### src/sv/ffbp_pkg.sv
// Package for the first-fit bin packer: widths, status codes, control structs.
// No dependencies.
package ffbp_pkg;

  localparam int DATA_W       = 16;   // item size, fill and capacity
  localparam int LAST_W       = 1;
  localparam int OUT_IDX_W    = 7;    // bin_index field
  localparam int OUT_USED_W   = 8;    // bins_used field
  localparam int STATUS_W     = 2;
  localparam int NUM_BINS_DEF = 128;
  localparam logic [DATA_W-1:0] CAP_RESET = DATA_W'(100);

  typedef enum logic [STATUS_W-1:0] {
    ST_PLACED   = 2'd0,
    ST_OVERSIZE = 2'd1,
    ST_NO_BIN   = 2'd2
  } ffbp_status_t;

  // controller -> datapath
  typedef struct packed {
    logic start;   // latch a new word, restart the walk
    logic scan;    // walk the open bins
    logic finish;  // capture the outcome of the walk
    logic commit;  // update table, load the output register
  } ffbp_cmd_t;

  // datapath -> controller
  typedef struct packed {
    logic oversize;
    logic hit;
    logic miss;
    logic out_free;
  } ffbp_sts_t;

endpackage

### src/sv/ffbp_in_if.sv
// Input channel of the bin packer: valid/ready plus one item word.
// Depends on ffbp_pkg.
interface ffbp_in_if;
  logic                          valid;
  logic                          ready;
  logic [ffbp_pkg::DATA_W-1:0]   item_size;
  logic [ffbp_pkg::LAST_W-1:0]   last_item;

  modport source (output valid, item_size, last_item, input ready);
  modport sink   (input valid, item_size, last_item, output ready);
endinterface

### src/sv/ffbp_out_if.sv
// Result channel of the bin packer: valid/ready plus one result word.
// Depends on ffbp_pkg.
interface ffbp_out_if;
  logic                            valid;
  logic                            ready;
  logic [ffbp_pkg::OUT_IDX_W-1:0]  bin_index;
  logic [ffbp_pkg::DATA_W-1:0]     bin_fill;
  logic [ffbp_pkg::OUT_USED_W-1:0] bins_used;
  logic [ffbp_pkg::STATUS_W-1:0]   status;

  modport source (output valid, bin_index, bin_fill, bins_used, status, input ready);
  modport sink   (input valid, bin_index, bin_fill, bins_used, status, output ready);
endinterface

### src/sv/first_fit_bin_packer_core.sv
// First-fit bin packer, top level. Depends on ffbp_pkg, ffbp_in_if, ffbp_out_if,
// ffbp_ctrl and ffbp_dpath.
// The walk checks the open bins in order, one fill read a cycle, and stops at the first
// bin that takes the word; an oversize word ends the walk without a bin. A new word is
// accepted only after the previous one has been committed to the table and the output register.
// Reset (rst_n low, synchronous): table empty, capacity 100, both channels idle.
module first_fit_bin_packer_core #(
  parameter int NUM_BINS = ffbp_pkg::NUM_BINS_DEF
) (
  input  logic                        clk,
  input  logic                        rst_n,
  input  logic                        cfg_we,
  input  logic [ffbp_pkg::DATA_W-1:0] cfg_wdata,
  ffbp_in_if.sink                     in_ch,
  ffbp_out_if.source                  out_ch
);

  // Controller and datapath talk only through these two bundles.
  ffbp_pkg::ffbp_cmd_t cmd;
  ffbp_pkg::ffbp_sts_t sts;

  // Controller: ready only while idle; one word is in flight at a time.
  // It walks, captures the outcome, then waits for the output register
  // to drain before it updates the table, so a finished result can sit
  // on the output while the next word is already accepted and walked.
  ffbp_ctrl u_ctrl (
    .clk      (clk),
    .rst_n    (rst_n),
    .in_valid (in_ch.valid),
    .in_ready (in_ch.ready),
    .sts      (sts),
    .cmd      (cmd)
  );

  // Datapath: fill memory with a registered read, a one-stage fit check
  // (fill + size against capacity), the open-bin count and the output register.
  // Clearing the table at the end of a set only resets the open-bin count:
  // entries at or above the count are never read, and a new bin starts from zero.
  ffbp_dpath #(
    .NUM_BINS (NUM_BINS)
  ) u_dpath (
    .clk           (clk),
    .rst_n         (rst_n),
    .cmd           (cmd),
    .sts           (sts),
    .cfg_we        (cfg_we),
    .cfg_wdata     (cfg_wdata),
    .in_item_size  (in_ch.item_size),
    .in_last_item  (in_ch.last_item),
    .out_ready     (out_ch.ready),
    .out_valid     (out_ch.valid),
    .out_bin_index (out_ch.bin_index),
    .out_bin_fill  (out_ch.bin_fill),
    .out_bins_used (out_ch.bins_used),
    .out_status    (out_ch.status)
  );

endmodule

### src/sv/ffbp_ctrl.sv
// Control state machine of the bin packer: accept, walk, commit.
// Depends on ffbp_pkg.
module ffbp_ctrl (
  input  logic                clk,
  input  logic                rst_n,
  input  logic                in_valid,
  output logic                in_ready,
  input  ffbp_pkg::ffbp_sts_t sts,
  output ffbp_pkg::ffbp_cmd_t cmd
);

  typedef enum logic [2:0] {
    S_IDLE = 3'b001,
    S_SCAN = 3'b010,
    S_DONE = 3'b100
  } state_t;

  state_t state_r, state_nxt;

  always_comb begin
    state_nxt  = state_r;
    cmd        = '0;
    in_ready   = 1'b0;
    case (state_r)
      S_IDLE: begin
        in_ready = 1'b1;
        if (in_valid) begin
          cmd.start = 1'b1;
          state_nxt = S_SCAN;
        end
      end
      S_SCAN: begin
        cmd.scan = 1'b1;
        if (sts.oversize || sts.hit || sts.miss) begin
          cmd.finish = 1'b1;
          state_nxt  = S_DONE;
        end
      end
      S_DONE: begin
        // hold until the output register frees up
        if (sts.out_free) begin
          cmd.commit = 1'b1;
          state_nxt  = S_IDLE;
        end
      end
      default: state_nxt = S_IDLE;
    endcase
  end

  always_ff @(posedge clk) begin
    if (!rst_n) begin
      state_r <= S_IDLE;
    end else begin
      state_r <= state_nxt;
    end
  end

endmodule

### src/sv/ffbp_dpath.sv
// Datapath of the bin packer: fill memory, walk pointer, fit check, output register.
// Depends on ffbp_pkg.
module ffbp_dpath #(
  parameter int NUM_BINS = ffbp_pkg::NUM_BINS_DEF
) (
  input  logic                              clk,
  input  logic                              rst_n,
  input  ffbp_pkg::ffbp_cmd_t               cmd,
  output ffbp_pkg::ffbp_sts_t               sts,
  input  logic                              cfg_we,
  input  logic [ffbp_pkg::DATA_W-1:0]       cfg_wdata,
  input  logic [ffbp_pkg::DATA_W-1:0]       in_item_size,
  input  logic [ffbp_pkg::LAST_W-1:0]       in_last_item,
  input  logic                              out_ready,
  output logic                              out_valid,
  output logic [ffbp_pkg::OUT_IDX_W-1:0]    out_bin_index,
  output logic [ffbp_pkg::DATA_W-1:0]       out_bin_fill,
  output logic [ffbp_pkg::OUT_USED_W-1:0]   out_bins_used,
  output logic [ffbp_pkg::STATUS_W-1:0]     out_status
);

  localparam int DW    = ffbp_pkg::DATA_W;
  localparam int IDX_W = $clog2(NUM_BINS);
  localparam int CNT_W = $clog2(NUM_BINS + 1);
  localparam logic [CNT_W-1:0] FULL = CNT_W'(NUM_BINS);

  // configuration
  logic [DW-1:0]    cap_r;

  // item being placed
  logic [DW-1:0]    size_r;
  logic             last_r;

  // table state: entries at or above open_bins_r are never read
  logic [DW-1:0]    mem_r [NUM_BINS];
  logic [CNT_W-1:0] open_bins_r;

  // walk
  logic [CNT_W-1:0] scan_cnt_r;
  logic [IDX_W-1:0] chk_addr_r;
  logic             chk_vld_r;
  logic [DW-1:0]    rd_data_r;

  // captured outcome
  logic [IDX_W-1:0]             res_idx_r;
  logic [DW-1:0]                res_fill_r;
  logic [CNT_W-1:0]             res_used_r;
  ffbp_pkg::ffbp_status_t       res_status_r;
  logic                         res_wr_r;

  // output register
  logic                         out_valid_r;
  logic [IDX_W-1:0]             out_idx_r;
  logic [DW-1:0]                out_fill_r;
  logic [CNT_W-1:0]             out_used_r;
  ffbp_pkg::ffbp_status_t       out_status_r;

  logic [DW:0]      sum;
  logic             fits;
  logic             issue;

  assign sum   = {1'b0, rd_data_r} + {1'b0, size_r};
  assign fits  = sum <= {1'b0, cap_r};
  assign issue = cmd.scan && (scan_cnt_r < open_bins_r);

  assign sts.oversize = size_r > cap_r;
  assign sts.hit      = chk_vld_r && fits;
  assign sts.miss     = !chk_vld_r && (scan_cnt_r >= open_bins_r);
  assign sts.out_free = !out_valid_r || out_ready;

  // capacity register
  always_ff @(posedge clk) begin
    if (!rst_n) begin
      cap_r <= ffbp_pkg::CAP_RESET;
    end else if (cfg_we) begin
      cap_r <= cfg_wdata;
    end
  end

  // item latch
  always_ff @(posedge clk) begin
    if (cmd.start) begin
      size_r <= in_item_size;
      last_r <= in_last_item[0];
    end
  end

  // walk pointer and check stage
  always_ff @(posedge clk) begin
    if (!rst_n) begin
      chk_vld_r  <= 1'b0;
      scan_cnt_r <= '0;
    end else begin
      chk_vld_r <= issue;
      if (cmd.start) begin
        scan_cnt_r <= '0;
      end else if (issue) begin
        scan_cnt_r <= scan_cnt_r + CNT_W'(1);
      end
    end
  end

  always_ff @(posedge clk) begin
    chk_addr_r <= scan_cnt_r[IDX_W-1:0];
  end

  // fill memory: one read and one write port
  always_ff @(posedge clk) begin
    rd_data_r <= mem_r[scan_cnt_r[IDX_W-1:0]];
    if (cmd.commit && res_wr_r) begin
      mem_r[res_idx_r] <= res_fill_r;
    end
  end

  // capture the outcome of the walk
  always_ff @(posedge clk) begin
    if (cmd.finish) begin
      res_idx_r    <= '0;
      res_fill_r   <= '0;
      res_used_r   <= open_bins_r;
      res_wr_r     <= 1'b0;
      res_status_r <= ffbp_pkg::ST_PLACED;
      if (sts.oversize) begin
        res_status_r <= ffbp_pkg::ST_OVERSIZE;
      end else if (sts.hit) begin
        res_idx_r  <= chk_addr_r;
        res_fill_r <= sum[DW-1:0];
        res_wr_r   <= 1'b1;
      end else if (open_bins_r < FULL) begin
        // open the next bin; its fill starts from zero
        res_idx_r  <= open_bins_r[IDX_W-1:0];
        res_fill_r <= size_r;
        res_used_r <= open_bins_r + CNT_W'(1);
        res_wr_r   <= 1'b1;
      end else begin
        res_status_r <= ffbp_pkg::ST_NO_BIN;
      end
    end
  end

  // bin count and output handshake
  always_ff @(posedge clk) begin
    if (!rst_n) begin
      open_bins_r <= '0;
      out_valid_r <= 1'b0;
    end else begin
      if (cmd.commit) begin
        open_bins_r <= last_r ? '0 : res_used_r;
        out_valid_r <= 1'b1;
      end else if (out_ready) begin
        out_valid_r <= 1'b0;
      end
    end
  end

  always_ff @(posedge clk) begin
    if (cmd.commit) begin
      out_idx_r    <= res_idx_r;
      out_fill_r   <= res_fill_r;
      out_used_r   <= res_used_r;
      out_status_r <= res_status_r;
    end
  end

  assign out_valid     = out_valid_r;
  assign out_bin_index = ffbp_pkg::OUT_IDX_W'(out_idx_r);
  assign out_bin_fill  = out_fill_r;
  assign out_bins_used = ffbp_pkg::OUT_USED_W'(out_used_r);
  assign out_status    = out_status_r;

endmodule

### src/flat_wrapper.sv
// flat-port wrapper written by rule: the top's interface ports become plain ports
module first_fit_bin_packer_core_flat 
#(
  parameter int NUM_BINS = ffbp_pkg::NUM_BINS_DEF
)
  (clk, rst_n, cfg_we, cfg_wdata, in_ch_valid, in_ch_item_size, in_ch_last_item, in_ch_ready, out_ch_valid, out_ch_bin_index, out_ch_bin_fill, out_ch_bins_used, out_ch_status, out_ch_ready);
  ffbp_in_if in_ch_i ();
  ffbp_out_if out_ch_i ();
  input  logic clk;
  input  logic rst_n;
  input  logic cfg_we;
  input  logic [ffbp_pkg::DATA_W-1:0] cfg_wdata;
  input wire logic [$bits(in_ch_i.valid)-1:0] in_ch_valid;
  input wire logic [$bits(in_ch_i.item_size)-1:0] in_ch_item_size;
  input wire logic [$bits(in_ch_i.last_item)-1:0] in_ch_last_item;
  output wire logic [$bits(in_ch_i.ready)-1:0] in_ch_ready;
  output wire logic [$bits(out_ch_i.valid)-1:0] out_ch_valid;
  output wire logic [$bits(out_ch_i.bin_index)-1:0] out_ch_bin_index;
  output wire logic [$bits(out_ch_i.bin_fill)-1:0] out_ch_bin_fill;
  output wire logic [$bits(out_ch_i.bins_used)-1:0] out_ch_bins_used;
  output wire logic [$bits(out_ch_i.status)-1:0] out_ch_status;
  input wire logic [$bits(out_ch_i.ready)-1:0] out_ch_ready;
  assign in_ch_i.valid = in_ch_valid;
  assign in_ch_i.item_size = in_ch_item_size;
  assign in_ch_i.last_item = in_ch_last_item;
  assign in_ch_ready = in_ch_i.ready;
  assign out_ch_valid = out_ch_i.valid;
  assign out_ch_bin_index = out_ch_i.bin_index;
  assign out_ch_bin_fill = out_ch_i.bin_fill;
  assign out_ch_bins_used = out_ch_i.bins_used;
  assign out_ch_status = out_ch_i.status;
  assign out_ch_i.ready = out_ch_ready;
  first_fit_bin_packer_core #(.NUM_BINS(NUM_BINS)) u_core (.clk(clk), .rst_n(rst_n), .cfg_we(cfg_we), .cfg_wdata(cfg_wdata), .in_ch(in_ch_i), .out_ch(out_ch_i));
endmodule
### config.mk
export PLATFORM = sky130hd
export DESIGN_NAME = first_fit_bin_packer_core_flat
export DESIGN_NICKNAME = d
export VERILOG_FILES = /design/src/sv/ffbp_pkg.sv /design/src/sv/ffbp_in_if.sv /design/src/sv/ffbp_out_if.sv /design/src/sv/first_fit_bin_packer_core.sv /design/src/sv/ffbp_ctrl.sv /design/src/sv/ffbp_dpath.sv /design/src/flat_wrapper.sv
export SDC_FILE = /design/constraint.sdc
export NUM_CORES = 2
export LEC_CHECK = 0
export BUFFER_PORTS_ARGS = -buffer_cell sky130_fd_sc_hd__buf_2
export CORE_UTILIZATION = 57
export CTS_CLUSTER_DIAMETER = 40
export DETAILED_ROUTE_END_ITERATION = 10
export HOLD_SLACK_MARGIN = 0.1
export PLACE_DENSITY = 0.76
export RECOVER_POWER = 25
export SETUP_SLACK_MARGIN = 0.02
export SYNTH_ARGS = -nofsm -noshare
export SYNTH_HDL_FRONTEND = slang
export SYNTH_SLANG_ARGS = --single-unit
### constraint.sdc
create_clock -name clk -period 4.6 [get_ports clk]
set_input_delay 0.46 -clock clk [delete_from_list [all_inputs] [get_ports clk]]
set_output_delay 0.46 -clock clk [all_outputs]
set_load 0.02 [all_outputs]
# Yosys cells after proc, flatten, opt, wreduce, memory -nomap -nowiden
# Memories as Yosys holds them, arrays and structs flattened. A register that Yosys moved wholly into a read port is not among the register bits.
# Cells that the tools add are included.
[word_totals]
regBits = 128
mem_bits_rw = 2048
inputBits = 38
out_inout_bits = 35
elab_cells = 75
n_memories = 1
[memory_table]
columns = ["memory", "depth", "width", "read_ports", "rd_ports_with_merged_regs", "wr", "line", "rtl"]
rows = [
  ["u_core.u_dpath.mem_r", 128, 16, 1, 1, 1, "ffbp_dpath.sv:35", "logic [DW-1:0] mem_r [NUM_BINS];"],
]
[op_classes]
add_sub_neg = 3
n_lt_le_gt_ge = 5
eq_ne = 6
muxes = 27
n_bitwise = 1
n_reduce_logical = 13
[ops]
columns = ["op", "n"]
rows = [
  ["$mux 16", 2],
  ["$mux 8", 4],
  ["$add 16x16->17", 1],
  ["$le 17x16->1", 1],
  ["$add 8x1->8 const B", 2],
  ["$gt 16x16->1", 1],
  ["$mux 7", 2],
  ["$mux 1", 13],
  ["$mux 3", 3],
  ["$pmux 3 s3", 1],
  ["$ge 8x8->1", 1],
  ["$lt 8x8->1", 1],
  ["$lt 8x8->1 const B", 1],
  ["$logic_and 1x1->1", 4],
  ["$mux 2", 2],
  ["$ne 2x2->1 const B", 2],
  ["$reduce_or 2->1", 2],
  ["$eq 3x1->1 const B", 1],
  ["$eq 3x2->1 const B", 1],
  ["$eq 3x3->1 const B", 1],
  ["$logic_or 1x1->1", 3],
  ["$reduce_and 3->1", 1],
  ["$logic_not 1->1", 2],
  ["$ne 2x1->1 const B", 1],
  ["2 further kinds", 2],
]

# Longest topological paths before layout
[depth]
word_depth = 8
ltp_mapped = 17
mapped_depth_nobuf = 15

# By module
# A second synthesis with hierarchy kept.
[unflattened]
hier_cells = 3775
area_unflattened_um2 = 85111.6
[by_module_without_submodules]
columns = ["module", "instances", "cells_per_inst", "area_each_um2", "seq_area_each_um2"]
rows = [
  ["ffbp_dpath", 1, 3758, 84918.9, 65162.5],
  ["ffbp_ctrl", 1, 17, 192.7, 60.1],
]

# Worst setup path before layout
# No wires, ideal clock.
[synth_timing]
kind = "register to register"
startpoint = "register u_core.u_dpath.size_r[0]"
endpoint = "register u_core.u_ctrl.state_r[2]"
t_arrival_ps = 4894
path_slack_ps = -356
path_stages_with_launch = 16
path_buffers = 0
synth_period_minus_slack_ps = 4956
path_cell_list = "edfxtp_1 > ha_1 > fa_1 > a21o_1 > a221oi_1 > o2bb2ai_1 > o21ai_0 > xor2_1 > ha_1 > nand4_1 > or4_1 > o22ai_1 > a32oi_1 > a31oi_1 > o31a_1 > o221a_2"
[synth_between]
elab_chain_len = 7
elab_cells_between_ends = 8
cone_classes = "add/sub: 1; order compare: 2; eq/ne: 1; reduce/logical: 4"
[synth_rtl]
columns = ["element", "line", "rtl"]
rows = [
  ["start, declared", "ffbp_dpath.sv:31", "logic [DW-1:0] size_r;"],
  ["start signal, assigned", "ffbp_dpath.sv:83", "size_r <= in_item_size;"],
  ["$add 16x16->17", "ffbp_dpath.sv:62", "assign sum = {1'b0, rd_data_r} + {1'b0, size_r};"],
  ["$le 17x16->1", "ffbp_dpath.sv:63", "assign fits = sum <= {1'b0, cap_r};"],
  ["$logic_and 1x1->1", "ffbp_dpath.sv:67", "assign sts.hit = chk_vld_r && fits;"],
  ["$logic_or 1x1->1 (*) (2 in series)", "ffbp_ctrl.sv:34", "if (sts.oversize || sts.hit || sts.miss) begin"],
  ["$ne 2x2->1 (no source line) (*)", "n/a", ""],
  ["$reduce_and 3->1 (no source line) (*)", "n/a", ""],
  ["end signal, assigned", "ffbp_ctrl.sv:54", "state_r <= state_nxt;"],
  ["end, declared", "ffbp_ctrl.sv:18", "state_t state_r, state_nxt;"],
]
# Mark *: on every way between the ends. The rest lies on a longest branch, timed or not.
# A chain may end at the register's enable or synchronous reset.

==> flow_summary.json <==
{
  "status": "complete, but fails checks",
  "violations": "capacitance limit, slew limit",
  "hold_viol": 0,
  "r2r_slack_ns": 0.10,
  "cts_max_level": 4,
  "critPathMostFrequentCell": "mux4_2",
  "post_cts.repair.setup_buffers": 0,
  "antenna_found_initial": 21,
  "min_path_cells": 3,
  "p_total_mw": 41.1,
  "worstRegToRegCells": 5,
  "grt_pass1_wl_mm": 300,
  "fin_crit_ns": 4.50,
  "utilization": 0.657,
  "fillers": 8682,
  "wirelength_met1_mm": 77.9,
  "ys_seq_elements": 2192,
  "numCtsBuffers": 228,
  "ant_nets": 0,
  "worstSetupStartpointType": "register",
  "die_x_um": 388,
  "worstSetupPathType": "reg2reg",
  "port_buffers": 72,
  "ys.flop_type": "edfxtp_1",
  "crit_arrival_ns": 5.22,
  "cp_max_fo": 29,
  "wl_met2_mm": 99.1,
  "crit_path_start": "u_core.u_dpath.scan_cnt_r[1]",
  "dieArea_sq_um": 150000,
  "globalRouteTotalUtil": 0.281,
  "period_share": 0.978,
  "synth_area_sq_um": 84800,
  "num_rows": 141,
  "rsz0062_at_grt": "false",
  "final_net_count": 4142,
  "path_clk_slew_ns": 0.06,
  "routed_wl_mm": 209,
  "tightestPinTransition_ns": 4.12,
  "place_area_sq_um": 89000,
  "synth_area_leaders": "edfxtp_1, mux4_2, dfxtp_1, ha_1, nor2_1",
  "design_area_sq_um": 97000,
  "clkLatencyLatePin_ns": 0.86,
  "cpMaxStageDelayCell": "dfxtp_1",
  "clock_path_buffers": 3,
  "relSlewSlack": -1.74,
  "synth_edf_count": 2132,
  "synth_cells": 3633,
  "timing.fmax_ghz": 0.222,
  "start_util": 0.574,
  "drive_gt1_frac": 0.317,
  "top_layer": "met5",
  "critical-path-max-stage-delay_ns": 1.76,
  "setup_viol": 0,
  "cp.required_ns": 5.32,
  "avgSynthCellArea_sq_um": 23.3,
  "routabilityCongestion": 0.866,
  "crit_path_end_kind": "register",
  "vias_per_cell": 6.71,
  "dp_hpwl_mm": 116,
  "ys.warnings.count": 0,
  "cts.sinks": 2192,
  "num_vias": 41500,
  "crit_chain": "buf_4 -> mux4_2 -> mux4_2 -> mux4_2 -> mux2_2",
  "ir_drop_mv": 0.385,
  "cts_tree": "yes",
  "io_pins": 73,
  "hp-class": "in2reg",
  "mostFrequentLayoutCells": "edfxtp_1, mux4_2, clkbuf_16, buf_4, nor2_1",
  "drc": 0,
  "grt_max_degree": 97,
  "mappedNetlistNets": 3731,
  "clock_skew_ns": 0.0504,
  "areaGrowthSynthToFinish_pct": 14.4,
  "synth_area_leader_cell": "edfxtp_1",
  "wire_per_inst_um": 33.8,
  "wl_met3_mm": 24.7,
  "drv_cap": 26,
  "cts_root_buf": "clkbuf_16",
  "die_h_um": 388,
  "grt_pass1_vias": 41800,
  "drtIter0Drc": 6036,
  "synth_cell_types": 58,
  "power_density_nw_per_um2": 423,
  "holdPathEnd": "u_core.u_dpath.cap_r[8]",
  "p_leak_nw": 29.7,
  "synth_top_area_frac": 0.755,
  "synth_async_sr_flop_share": 0,
  "cp.buffers_inverters": 1,
  "regToRegStartpoint": "u_core.u_dpath.scan_cnt_r[1]",
  "final_common_cell": "edfxtp_1",
  "slew_violations": 1333,
  "ys_seq_area_frac": 0.769,
  "crit_family": "multiplexers",
  "r2r-end": "u_core.u_dpath.rd_data_r[9]",
  "firstDrtPassIters": 5,
  "min_from": "cfg_we",
  "grt_overflow": 0,
  "core_area_sq_um": 148000
}
## synth_stat cells, types with 8 or more instances
cell type,number
a21o_1,9
a21oi_1,44
a22o_1,10
buf_1,22
buf_2,54
clkbuf_1,97
dfxtp_1,60
edfxtp_1,2132
ha_1,59
inv_1,32
mux2_2,18
mux2i_1,15
mux4_2,672
nand2_1,50
nand3_1,14
nand4_1,13
nor2_1,182
nor2b_1,8
nor3_1,9
nor3b_1,11
o21ai_0,14
or3b_2,12
xnor2_1,14
## per-stage QoR
stage	worst slack [ns]	TNS, ns	std cells	hold WS (ns)
after floorplan	0.0495	0	3633	0.352
after global placement	-0.00234	-0.00234	5701	0.419
after detailed placement	-0.0892	-2.64	5701	0.422
after CTS	0.0216	0	6176	0.100
after global routing	0.0480	0	6176	0.157
final	0.101	0	6180	0.169
## worst max path at each step
stage | end | cells after the start
5_1_grt | u_core.u_ctrl.state_r[1] | 17
3_3_place_gp | u_core.u_dpath.res_idx_r[0] | 17
3_5_place_dp | u_core.u_dpath.res_idx_r[0] | 17
4_1_cts | u_core.u_dpath.res_fill_r[2] | 16
6_report | u_core.u_dpath.rd_data_r[9] | 5
2_1_floorplan | u_core.u_dpath.res_fill_r[0] | 14
## cell families (layout without fill, tap and decap cells)
logic type / after synthesis / after routing / synth area share
other: 0 / 4 / 0
flip-flops: 2192 / 2192 / 0.769
multiplexers: 705 / 705 / 0.183
XOR/XNOR: 19 / 19 / 0.00196
adder cells (fa/ha/maj): 60 / 60 / 0.00894
buffers and inverters: 210 / 823 / 0.0104
AO/OA/AOI/OAI: 119 / 119 / 0.00922
AND/OR/NAND/NOR: 328 / 328 / 0.0177
## flip-flops by register name, summed over array words and instances, names as in the netlist, 2 cells and up
signal / count
u_core.u_dpath.rd_data_r: 16
u_core.u_dpath.out_status: 2
u_core.u_dpath.res_status_r: 2
u_core.u_dpath.chk_addr_r: 7
u_core.u_dpath.out_bin_index: 7
u_core.u_dpath.mem_r: 2048
u_core.u_dpath.res_idx_r: 7
u_core.u_dpath.cap_r: 16
u_core.u_dpath.size_r: 16
u_core.u_dpath.open_bins_r: 8
u_core.u_dpath.res_fill_r: 16
u_core.u_dpath.out_bins_used: 8
u_core.u_dpath.out_bin_fill: 16
u_core.u_ctrl.state_r: 3
u_core.u_dpath.res_used_r: 8
u_core.u_dpath.scan_cnt_r: 8
## tightest hold or removal path: cells and delay by family
kind / cells / cell delay (ns)
AND/OR/NAND/NOR: 1 / 0.07
multiplexers: 1 / 0.18
buffers and inverters: 1 / 0.27
## power by group
group | switching (mW) | leakage (nW) | internal [mW]
clock network | 7.99 | 3.65 | 10.5
registers | 0.0482 | 19.7 | 21.8
logic | 0.480 | 6.41 | 0.229
## cell type report
| class | count | area [sq um] | area share |
|---|---|---|---|
| flip-flops and latches | 2192 | 65200 | 0.672 |
| clock buffers | 262 | 5850 | 0.0604 |
| clock inverters | 170 | 1700 | 0.0175 |
| inverters | 32 | 120 | 0.00124 |
| repair buffers | 359 | 2860 | 0.0295 |
| multi-input cells | 1231 | 18800 | 0.194 |
| diodes | 4 | 10.0 | 0.000103 |
| well taps | 1930 | 2410 | 0.0249 |
## layer usage
layer,vias up,track usage
met4,20,0.0921
met2,2909,0.429
met5,-,0
met3,373,0.0694
met1,21800,0.405
li1,16400,-
## what timing repair did
item | in CTS | in global routing
pin swaps | 1 | 4
resized for setup | 2 | 15
hold endpoints to repair | 38 | 0
setup endpoints to repair | 64 | 69
hold buffers | 43 | 0
Note: power is estimated with default switching activity, not from simulation.
